File: src/rtl/core/frld_pkg.sv
// shared types and constants for the frame rms level decimator
package frld_pkg;

	localparam int SAMPLE_W = 16;
	localparam int LEVEL_W = 7;
	localparam int MODE_W = 2;
	localparam int DIV_W = 13;
	localparam int CFG_W = 13;
	localparam int SUMSQ_W = 43;
	localparam int PHASE_W = 12;
	localparam int TOTAL_W = 19;
	localparam int DEF_MAX_FRAME_SAMPLES = 4096;
	localparam int DEF_MAX_GROUP_LEVELS = 4096;
	localparam int CNT_W = $clog2(DEF_MAX_FRAME_SAMPLES + 1);
	localparam logic [LEVEL_W-1:0] LEVEL_MAX = 7'd100;
	localparam logic [15:0] FULL_SCALE = 16'd32767;

	typedef enum logic [MODE_W-1:0] {
		MODE_NONE  = 2'd0,
		MODE_FIRST = 2'd1,
		MODE_PEAK  = 2'd2,
		MODE_AVG   = 2'd3
	} mode_t;

	localparam logic REG_MODE = 1'b0;
	localparam logic REG_DIV  = 1'b1;

	// one queued frame-end or emitting packet-end job
	typedef struct packed {
		logic                   do_frame;
		logic [SUMSQ_W-1:0]     sumsq;
		logic [CNT_W-1:0]       count;
		logic                   do_emit;
		mode_t                  mode;
	} job_t;

endpackage

File: src/rtl/core/frame_rms_level_decimator.sv
// top level: config registers, front end, job queue and back end
// channel  dir  fields (low bit first)
// s_axis   in   tdata: sample[15:0]; tuser: has_sample; tlast: frame_end, packet_end
// m_axis   out  tdata: level[6:0], pad
// cfg      in   index 0 reduce_mode, index 1 group_divider
// plain samples need no back-end job; a frame end queues one, which the back end runs as accept,
// setup and a downward level search from 100 to 0; grouping adds the output state
// and an average emission a 7-bit restoring divide in the back end
// the back end takes no new job while a level waits on m_axis
// a two-entry job queue lets the front keep taking samples meanwhile
// reset clears accumulators, group state and registers to their defaults
module frame_rms_level_decimator (
	input  logic        clk,
	input  logic        arst_n,
	input  logic        s_axis_tvalid,
	output logic        s_axis_tready,
	input  logic [15:0] s_axis_tdata,   // sample
	input  logic        s_axis_tuser,   // has_sample
	input  logic [1:0]  s_axis_tlast,   // frame_end, packet_end
	input  logic        m_axis_tready,
	output logic        m_axis_tvalid,
	output logic [7:0]  m_axis_tdata,   // level
	input  logic        cfg_we,
	input  logic        cfg_index,
	input  logic [frld_pkg::CFG_W-1:0] cfg_wdata
);
	import frld_pkg::*;

	mode_t mode_q;
	logic [DIV_W-1:0] div_q;
	logic fj_valid, fj_ready, bj_valid, bj_ready;
	job_t fj, bj;
	job_t q_mem [2];
	logic [1:0] q_cnt_q;
	logic q_wp_q, q_rp_q;
	logic [LEVEL_W-1:0] lvl;

	// configuration registers
	always_ff @(posedge clk or negedge arst_n) begin
		if (!arst_n) begin
			mode_q <= MODE_NONE;
			div_q <= 13'd2;
		end else if (cfg_we) begin
			if (cfg_index == REG_MODE)
				mode_q <= mode_t'(cfg_wdata[MODE_W-1:0]);
			else
				div_q <= cfg_wdata;
		end
	end

	frld_front u_front (
		.clk, .arst_n,
		.in_valid(s_axis_tvalid), .in_ready(s_axis_tready),
		.sample(s_axis_tdata), .has_sample(s_axis_tuser),
		.frame_end(s_axis_tlast[0]), .packet_end(s_axis_tlast[1]),
		.mode(mode_q), .divider(div_q),
		.job_valid(fj_valid), .job_ready(fj_ready), .job(fj)
	);

	// job queue between front and back
	assign fj_ready = (q_cnt_q != 2'd2);
	assign bj_valid = (q_cnt_q != 2'd0);
	assign bj = q_mem[q_rp_q];
	always_ff @(posedge clk) begin
		if (fj_valid && fj_ready)
			q_mem[q_wp_q] <= fj;
	end
	always_ff @(posedge clk or negedge arst_n) begin
		if (!arst_n) begin
			q_cnt_q <= '0;
			q_wp_q <= 1'b0;
			q_rp_q <= 1'b0;
		end else begin
			if (fj_valid && fj_ready)
				q_wp_q <= !q_wp_q;
			if (bj_valid && bj_ready)
				q_rp_q <= !q_rp_q;
			q_cnt_q <= q_cnt_q + 2'(fj_valid && fj_ready) - 2'(bj_valid && bj_ready);
		end
	end

	frld_back u_back (
		.clk, .arst_n,
		.job_valid(bj_valid), .job_ready(bj_ready), .job(bj),
		.out_valid(m_axis_tvalid), .out_ready(m_axis_tready), .level(lvl)
	);

	assign m_axis_tdata = {1'b0, lvl};
endmodule

File: src/rtl/core/frld_front.sv
// front end: accumulates squares per frame and tracks packet phase
module frld_front (
	input  logic                            clk,
	input  logic                            arst_n,
	input  logic                            in_valid,
	output logic                            in_ready,
	input  logic signed [frld_pkg::SAMPLE_W-1:0] sample,
	input  logic                            has_sample,
	input  logic                            frame_end,
	input  logic                            packet_end,
	input  frld_pkg::mode_t                 mode,
	input  logic [frld_pkg::DIV_W-1:0]      divider,
	output logic                            job_valid,
	input  logic                            job_ready,
	output frld_pkg::job_t                  job
);
	import frld_pkg::*;

	logic [SUMSQ_W-1:0] sumsq_q;
	logic [CNT_W-1:0] count_q;
	logic [PHASE_W-1:0] phase_q;
	logic [15:0] mag;
	logic [31:0] sq;
	logic take;
	logic add;
	logic [SUMSQ_W-1:0] sum_n;
	logic [CNT_W-1:0] cnt_n;
	logic [DIV_W-1:0] div_c;
	logic [DIV_W-1:0] ph_inc;
	logic need_job;

	// magnitude and square of the sample, next accumulator values, clamped divider and the job
	always_comb begin
		mag = sample[15] ? 16'(-sample) : 16'(sample);
		sq = 32'(mag) * 32'(mag);
		add = has_sample && (32'(count_q) < 32'(DEF_MAX_FRAME_SAMPLES));
		sum_n = add ? sumsq_q + SUMSQ_W'(sq) : sumsq_q;
		cnt_n = add ? count_q + 1'b1 : count_q;
		div_c = (divider < 13'd2) ? 13'd2 : ((divider > 13'd4096) ? 13'd4096 : divider);
		ph_inc = DIV_W'(phase_q) + 1'b1;
		need_job = frame_end || (packet_end && mode != MODE_NONE && phase_q == '0);
		in_ready = !need_job || job_ready;
		take = in_valid && in_ready;
		job_valid = in_valid && need_job;
		job.do_frame = frame_end && (cnt_n != '0);
		job.sumsq = sum_n;
		job.count = cnt_n;
		job.do_emit = packet_end && mode != MODE_NONE && phase_q == '0;
		job.mode = mode;
	end

	// frame accumulator and packet phase
	always_ff @(posedge clk or negedge arst_n) begin
		if (!arst_n) begin
			sumsq_q <= '0;
			count_q <= '0;
			phase_q <= '0;
		end else if (take) begin
			sumsq_q <= frame_end ? '0 : sum_n;
			count_q <= frame_end ? '0 : cnt_n;
			if (packet_end)
				phase_q <= (ph_inc >= div_c) ? '0 : PHASE_W'(ph_inc);
		end
	end
endmodule

File: src/rtl/core/frld_back.sv
// back end: level search, grouping, reduction and output register
module frld_back (
	input  logic                          clk,
	input  logic                          arst_n,
	input  logic                          job_valid,
	output logic                          job_ready,
	input  frld_pkg::job_t                job,
	output logic                          out_valid,
	input  logic                          out_ready,
	output logic [frld_pkg::LEVEL_W-1:0]  level
);
	import frld_pkg::*;

	localparam int CMP_W = 57;

	typedef enum logic [2:0] {ST_IDLE, ST_PREP, ST_SEARCH, ST_DIV, ST_OUT} state_t;

	state_t state_q;
	job_t job_q;
	logic [CMP_W-1:0] rhs_q;
	logic [CMP_W-1:0] kn_q;
	logic [CMP_W-1:0] lhs_q;
	logic [CMP_W-1:0] step_q;
	logic [CMP_W-1:0] kn2_q;
	logic [LEVEL_W-1:0] r_q;
	logic [LEVEL_W-1:0] first_q, peak_q;
	logic [TOTAL_W-1:0] total_q;
	logic [16:0] size_q;
	logic [TOTAL_W-1:0] rem_q;
	logic [LEVEL_W-1:0] quo_q;
	logic [4:0] bit_q;
	logic [LEVEL_W-1:0] level_q;
	logic valid_q;
	logic [CMP_W-1:0] ss_x;
	logic [CMP_W-1:0] n_x;
	logic [CMP_W-1:0] rhs_n;
	logic [CMP_W-1:0] kn_n;
	logic [CMP_W-1:0] kn_x10000;
	logic [CMP_W-1:0] kn_x199;
	logic [TOTAL_W+16:0] trial;

	// constant multiplies as shift and add: 10000 = 2^13+2^10+2^9+2^8+2^4,
	// 32767^2 = 2^30-2^16+1, 199 = 2^7+2^6+2^2+2^1+1
	always_comb begin
		ss_x = CMP_W'(job.sumsq);
		n_x = CMP_W'(job.count);
		rhs_n = (ss_x << 13) + (ss_x << 10) + (ss_x << 9) + (ss_x << 8) + (ss_x << 4);
		kn_n = (n_x << 30) - (n_x << 16) + n_x;
		kn_x10000 = (kn_q << 13) + (kn_q << 10) + (kn_q << 9) + (kn_q << 8) + (kn_q << 4);
		kn_x199 = (kn_q << 7) + (kn_q << 6) + (kn_q << 2) + (kn_q << 1) + kn_q;
		trial = 36'(size_q) << bit_q;
		job_ready = (state_q == ST_IDLE) && !valid_q;
		out_valid = valid_q;
		level = level_q;
	end

	// sequencer: r search downward one step a cycle, then a restoring divide for an average emission
	// lhs tracks r^2*32767^2*n, lowered by (2r-1)*32767^2*n per step
	always_ff @(posedge clk or negedge arst_n) begin
		if (!arst_n) begin
			state_q <= ST_IDLE;
			valid_q <= 1'b0;
			job_q <= '0;
			rhs_q <= '0;
			kn_q <= '0;
			lhs_q <= '0;
			step_q <= '0;
			kn2_q <= '0;
			r_q <= '0;
			rem_q <= '0;
			quo_q <= '0;
			bit_q <= '0;
			level_q <= '0;
			first_q <= '0;
			peak_q <= '0;
			total_q <= '0;
			size_q <= '0;
		end else begin
			if (valid_q && out_ready)
				valid_q <= 1'b0;
			case (state_q)
				ST_IDLE: begin
					if (job_valid && job_ready) begin
						job_q <= job;
						rhs_q <= rhs_n;
						kn_q <= kn_n;
						r_q <= LEVEL_MAX;
						state_q <= job.do_frame ? ST_PREP : ST_OUT;
					end
				end
				ST_PREP: begin
					lhs_q <= kn_x10000;
					step_q <= kn_x199;
					kn2_q <= kn_q << 1;
					state_q <= ST_SEARCH;
				end
				ST_SEARCH: begin
					if (r_q == '0 || lhs_q <= rhs_q) begin
						if (job_q.mode == MODE_NONE) begin
							level_q <= r_q;
							valid_q <= 1'b1;
							state_q <= ST_IDLE;
						end else begin
							if (32'(size_q) < 32'(DEF_MAX_GROUP_LEVELS)) begin
								if (size_q == '0) begin
									first_q <= r_q;
									peak_q <= r_q;
								end else if (r_q > peak_q)
									peak_q <= r_q;
								total_q <= total_q + TOTAL_W'(r_q);
								size_q <= size_q + 1'b1;
							end
							state_q <= ST_OUT;
						end
					end else begin
						r_q <= r_q - 1'b1;
						lhs_q <= lhs_q - step_q;
						step_q <= step_q - kn2_q;
					end
				end
				ST_OUT: begin
					if (!job_q.do_emit)
						state_q <= ST_IDLE;
					else if (size_q == '0)
						state_q <= ST_IDLE;
					else if (job_q.mode == MODE_AVG) begin
						rem_q <= total_q;
						quo_q <= '0;
						bit_q <= 5'd6;
						state_q <= ST_DIV;
					end else begin
						level_q <= (job_q.mode == MODE_FIRST) ? first_q : peak_q;
						valid_q <= 1'b1;
						state_q <= ST_IDLE;
					end
					if (job_q.do_emit && !(size_q != '0 && job_q.mode == MODE_AVG)) begin
						first_q <= '0;
						peak_q <= '0;
						total_q <= '0;
						size_q <= '0;
					end
				end
				ST_DIV: begin
					if (36'(rem_q) >= trial) begin
						rem_q <= rem_q - TOTAL_W'(trial);
						quo_q[bit_q[2:0]] <= 1'b1;
					end
					if (bit_q == '0) begin
						level_q <= (36'(rem_q) >= trial) ? (quo_q | LEVEL_W'(1)) : quo_q;
						valid_q <= 1'b1;
						first_q <= '0;
						peak_q <= '0;
						total_q <= '0;
						size_q <= '0;
						state_q <= ST_IDLE;
					end else
						bit_q <= bit_q - 1'b1;
				end
				default: state_q <= ST_IDLE;
			endcase
		end
	end
endmodule

File: config.mk
export PLATFORM = sky130hd
export DESIGN_NAME = frame_rms_level_decimator
export DESIGN_NICKNAME = d
export VERILOG_FILES = /design/src/rtl/core/frld_pkg.sv /design/src/rtl/core/frame_rms_level_decimator.sv /design/src/rtl/core/frld_front.sv /design/src/rtl/core/frld_back.sv
export SDC_FILE = /design/constraint.sdc
export NUM_CORES = 2
export LEC_CHECK = 0
export ABC_AREA = 1
export BUFFER_PORTS_ARGS = -buffer_cell sky130_fd_sc_hd__buf_4
export CAP_MARGIN = 20
export CORE_MARGIN = 4
export CORE_UTILIZATION = 40
export DETAILED_ROUTE_END_ITERATION = 8
export HOLD_SLACK_MARGIN = 0.15
export PLACE_DENSITY = 0.51
export RECOVER_POWER = 25
export SYNTH_ARGS = -nofsm -noshare
export SYNTH_HDL_FRONTEND = slang
export SYNTH_SLANG_ARGS = --single-unit
export TNS_END_PERCENT = 5
File: constraint.sdc
create_clock -name clk -period 7.1 [get_ports clk]
set_input_delay 0.355 -clock clk [delete_from_list [all_inputs] [get_ports clk]]
set_output_delay 0.355 -clock clk [all_outputs]
set_load 0.02 [all_outputs]
==> impl_metrics.prom <==
# TYPE chip_impl_metric gauge
chip_impl_info{name="status",value="finished, violations left"} 1
chip_impl_info{name="violations",value="max-capacitance violations, max-slew violations"} 1
chip_impl_metric{name="chipWidth",unit="um"} 404.7
chip_impl_metric{name="placementRows",unit=""} 145
chip_impl_metric{name="grt_first_pass_wirelength",unit="mm"} 361.3
chip_impl_info{name="crit_path_start_kind",value="primary input"} 1
chip_impl_metric{name="cts_max_path_buffers",unit=""} 3
chip_impl_metric{name="tightestPinTransition",unit="ns"} 4.744
chip_impl_metric{name="h-tree-depth",unit=""} 3
chip_impl_metric{name="slowest_delay",unit="ns"} 0.55
chip_impl_metric{name="yosysSeqAreaShare",unit=""} 0.2306
chip_impl_metric{name="period_minus_ws_final",unit="ns"} 6.774
chip_impl_metric{name="detailedRoute.firstIterationViolations",unit=""} 4431
chip_impl_metric{name="maximum_clock_frequency",unit="MHz"} 147.6
chip_impl_info{name="timing.critical_path.max_delay_family",value="adder cells"} 1
chip_impl_metric{name="slew_headroom",unit=""} -2.162
chip_impl_metric{name="finalSetupTns",unit="ns"} 0
chip_impl_metric{name="grt_use_total",unit=""} 0.2893
chip_impl_metric{name="setup_viol_count_final",unit=""} 0
chip_impl_info{name="cts.root.buffer_cell",value="sky130_fd_sc_hd__clkbuf_16"} 1
chip_impl_metric{name="route.detailed.drc",unit=""} 0
chip_impl_metric{name="period_share",unit=""} 0.9541
chip_impl_metric{name="drt_wl_total",unit="mm"} 236.6
chip_impl_metric{name="netlist_area",unit="um2"} 62950
chip_impl_metric{name="timing.critical_path.arrival",unit="ns"} 7.38
chip_impl_metric{name="post_synth.cell_area_avg",unit="um2"} 7.380
chip_impl_metric{name="synth-edff-count",unit=""} 120
chip_impl_metric{name="syn_inst",unit=""} 8530
chip_impl_metric{name="antenna_left",unit=""} 0
chip_impl_info{name="hold_path_end",value="q_mem[0][59]$_DFFE_PP_"} 1
chip_impl_info{name="synth_top_area_cell",value="sky130_fd_sc_hd__dfrtp_1"} 1
chip_impl_metric{name="floorplan.io_pins",unit=""} 48
chip_impl_metric{name="globalplace.congestion",unit=""} 1.007
chip_impl_metric{name="vias_per_std_cell",unit=""} 5.336
chip_impl_metric{name="grt_remaining_overflow",unit=""} 0
chip_impl_info{name="hold_path_origin",value="s_axis_tlast[0]"} 1
chip_impl_metric{name="layout-drive-gt1-share",unit=""} 0.06107
chip_impl_metric{name="asyncSetResetFlopFracSynth",unit=""} 0.7842
chip_impl_metric{name="first_global_vias",unit=""} 58000
chip_impl_metric{name="hpwl",unit="mm"} 196.7
chip_impl_info{name="r2r_end",value="u_back.step_q[50]$_DFFE_PN0P_"} 1
chip_impl_metric{name="synth.top_cell.area_share",unit=""} 0.1729
chip_impl_metric{name="die_height",unit="um"} 404.7
chip_impl_metric{name="final-instance-count-excl-fill",unit=""} 10890
chip_impl_info{name="rsz0062_at_grt",value="yes"} 1
chip_impl_metric{name="port_buffers",unit=""} 46
chip_impl_metric{name="critPathBufInv",unit=""} 12
chip_impl_metric{name="critPathMaxFanout",unit=""} 4
chip_impl_metric{name="number_of_stages_on_the_worst_hold_path",unit=""} 3
chip_impl_metric{name="antenna_found_initial",unit=""} 4
chip_impl_metric{name="report.final.slew_viol_count",unit=""} 189
chip_impl_metric{name="worstPathRequired",unit="ns"} 7.70
chip_impl_metric{name="cell_count_post_placement",unit=""} 10730
chip_impl_metric{name="timing.reg2reg.setup_slack",unit="ns"} 1.40
chip_impl_metric{name="ys_seq_elements",unit=""} 556
chip_impl_info{name="timing.critical_path.to_type",value="register"} 1
chip_impl_metric{name="drt_first_pass_iters",unit=""} 6
chip_impl_info{name="cts_tree",value="built"} 1
chip_impl_metric{name="synth.lib_cells_used.distinct",unit=""} 60
chip_impl_metric{name="initial_cell_density_of_the_core",unit=""} 0.4026
chip_impl_metric{name="finalHoldViolCount",unit=""} 0
chip_impl_metric{name="inserted_clock_buffers",unit=""} 73
chip_impl_metric{name="clk_transition_reported_paths",unit="ns"} 0.06
chip_impl_metric{name="design.die.area",unit="um2"} 163800
chip_impl_metric{name="cts_sinks",unit=""} 556
chip_impl_metric{name="core_area",unit="um2"} 156400
chip_impl_info{name="slowest_stage",value="sky130_fd_sc_hd__fa_1"} 1
chip_impl_metric{name="nets",unit=""} 9880
chip_impl_info{name="type_of_the_worst_setup_path",value="primary input to register"} 1
chip_impl_metric{name="drv_cap",unit=""} 2
chip_impl_info{name="hold_path_class",value="primary input to register"} 1
chip_impl_metric{name="via_count",unit=""} 58090
chip_impl_metric{name="fillCellCount",unit=""} 16340
chip_impl_metric{name="detail_route.wl_per_cell",unit="um"} 21.74
chip_impl_info{name="layout.cells.most_common_list",value="sky130_fd_sc_hd__nand2_1 (1939), sky130_fd_sc_hd__inv_1 (1286), sky130_fd_sc_hd__nor2_1 (907), sky130_fd_sc_hd__o21ai_0 (688), sky130_fd_sc_hd__ha_1 (534)"} 1
chip_impl_info{name="synth_top_flop_cell",value="sky130_fd_sc_hd__dfrtp_1"} 1
chip_impl_info{name="final_common_cell",value="sky130_fd_sc_hd__nand2_1"} 1
chip_impl_metric{name="grt_max_degree",unit=""} 159
chip_impl_metric{name="clock_latency",unit="ns"} 0.70
chip_impl_info{name="worst_r2r_start",value="u_back.kn_q[5]$_DFFE_PN0P_"} 1
chip_impl_metric{name="reg2reg_depth",unit=""} 19
chip_impl_info{name="synth_area_leaders",value="sky130_fd_sc_hd__dfrtp_1 (17%), sky130_fd_sc_hd__fa_1 (17%), sky130_fd_sc_hd__nand2_1 (12%)"} 1
chip_impl_metric{name="finalClockSkew",unit="ns"} 0.03333
chip_impl_metric{name="layout-area-overhead-vs-synth",unit="%"} 11.41
chip_impl_metric{name="synthesis.yosys.warnings",unit=""} 0
-- cells in the mapped netlist (72+ instances only) --
library cell               instances
sky130_fd_sc_hd__xor2_1          110
sky130_fd_sc_hd__nand3_1         444
sky130_fd_sc_hd__o21ai_0         701
sky130_fd_sc_hd__a31oi_1         127
sky130_fd_sc_hd__inv_1          1288
sky130_fd_sc_hd__fa_1            533
sky130_fd_sc_hd__a21oi_1         530
sky130_fd_sc_hd__nand2_1        1945
sky130_fd_sc_hd__nor2_1          916
sky130_fd_sc_hd__clkbuf_1        121
sky130_fd_sc_hd__nor3_1          114
sky130_fd_sc_hd__dfrtp_1         435
sky130_fd_sc_hd__edfxtp_1        120
sky130_fd_sc_hd__nand4_1          72
sky130_fd_sc_hd__ha_1            537
-- flip-flops by register name (all words and copies together), names as in the netlist, 17 cells and up --
| name | count |
|---|---|
| q_mem | 120 |
| u_back.lhs_q | 57 |
| u_back.step_q | 57 |
| u_back.rhs_q | 53 |
| u_front.sumsq_q | 43 |
| u_back.kn2_q | 40 |
| u_back.kn_q | 40 |
| u_back.rem_q | 19 |
| u_back.total_q | 19 |
| u_back.size_q | 17 |
-- worst max path at each step --
| stage | slack (ns) | start | cells after the start | endpoint |
|---|---|---|---|---|
| after floorplan | 0.05 | s_axis_tdata[0] | 34 | q_mem[0][54]$_DFFE_PP_ |
| after global placement | -0.63 | s_axis_tdata[0] | 36 | q_mem[0][53]$_DFFE_PP_ |
| after detailed placement | -0.72 | s_axis_tdata[0] | 34 | u_front.sumsq_q[35]$_DFFE_PN0P_ |
| after CTS | 0.05 | s_axis_tdata[0] | 34 | u_front.sumsq_q[35]$_DFFE_PN0P_ |
| after global routing | -0.06 | s_axis_tdata[0] | 35 | u_front.sumsq_q[40]$_DFFE_PN0P_ |
| final | 0.33 | s_axis_tdata[0] | 36 | u_front.sumsq_q[40]$_DFFE_PN0P_ |
-- repair_timing --
action | CTS | global route
setup endpoints to repair | 0 | 80
gates resized for setup | 0 | 47
hold endpoints to repair | 86 | 0
hold buffers | 18 | 0
setup buffers | 0 | 3
-- through the flow --
stage                     instance area [um2]  hold WS (ns)  utilization  worst slack [ns]
after CTS                               69980        0.1916       0.4475           0.04665
after detailed placement                67330        0.3972       0.4305           -0.7226
after global placement                  67330        0.3983       0.4305           -0.6308
final                                   70140        0.2249       0.4485            0.3256
after floorplan                         63020       0.05941            -           0.04501
after global routing                    70130        0.2285       0.4485          -0.05500
-- logic make-up (layout without fill, tap and decap cells) --
| kind of cell | Yosys count | count (layout) | synth area share |
|---|---|---|---|
| xor gates and xnor gates | 168 | 168 | 0.02337 |
| buffers and inverters | 1471 | 1757 | 0.08874 |
| DFF | 556 | 556 | 0.2306 |
| muxes | 13 | 13 | 0.002305 |
| other | 2 | 13 | 0.0001193 |
| AOI/OAI and AO/OA | 1626 | 1626 | 0.1424 |
| adders and majority gates | 1070 | 1070 | 0.2762 |
| and+or+nand+nor | 3624 | 3624 | 0.2363 |
-- layer usage --
metal  up-vias  GRT usage  wire length, um  part of all wire
met5         -          0                0                 0
met4         0    0.07795             6973             0.029
met3       273    0.03062            11730             0.050
met2      1411     0.4958           112800              0.48
met1     28160     0.3895           105100              0.44
li1      28240          -                -                 -
-- cell type report --
class                   count  area, um2  area share
well taps                2058       2575     0.03671
flip-flops and latches    556      14520      0.2070
diodes                      1      2.502  0.00003568
clock inverters            38      521.8    0.007439
inverters                1303       4893     0.06977
repair buffers            325       2552     0.03639
clock buffers              91       1944     0.02772
multi-input cells        6513      43130      0.6149
-- tightest hold or removal path, delay by kind of cell --
| kind | cells | cell delay (ns) |
|---|---|---|
| AOI/OAI and AO/OA | 1 | 0.12 |
| buffers and inverters | 2 | 0.21 |
Power is left out: the tool's default activity adds up to more than one toggle a clock period on the data nets, which glitch-free logic cannot reach.
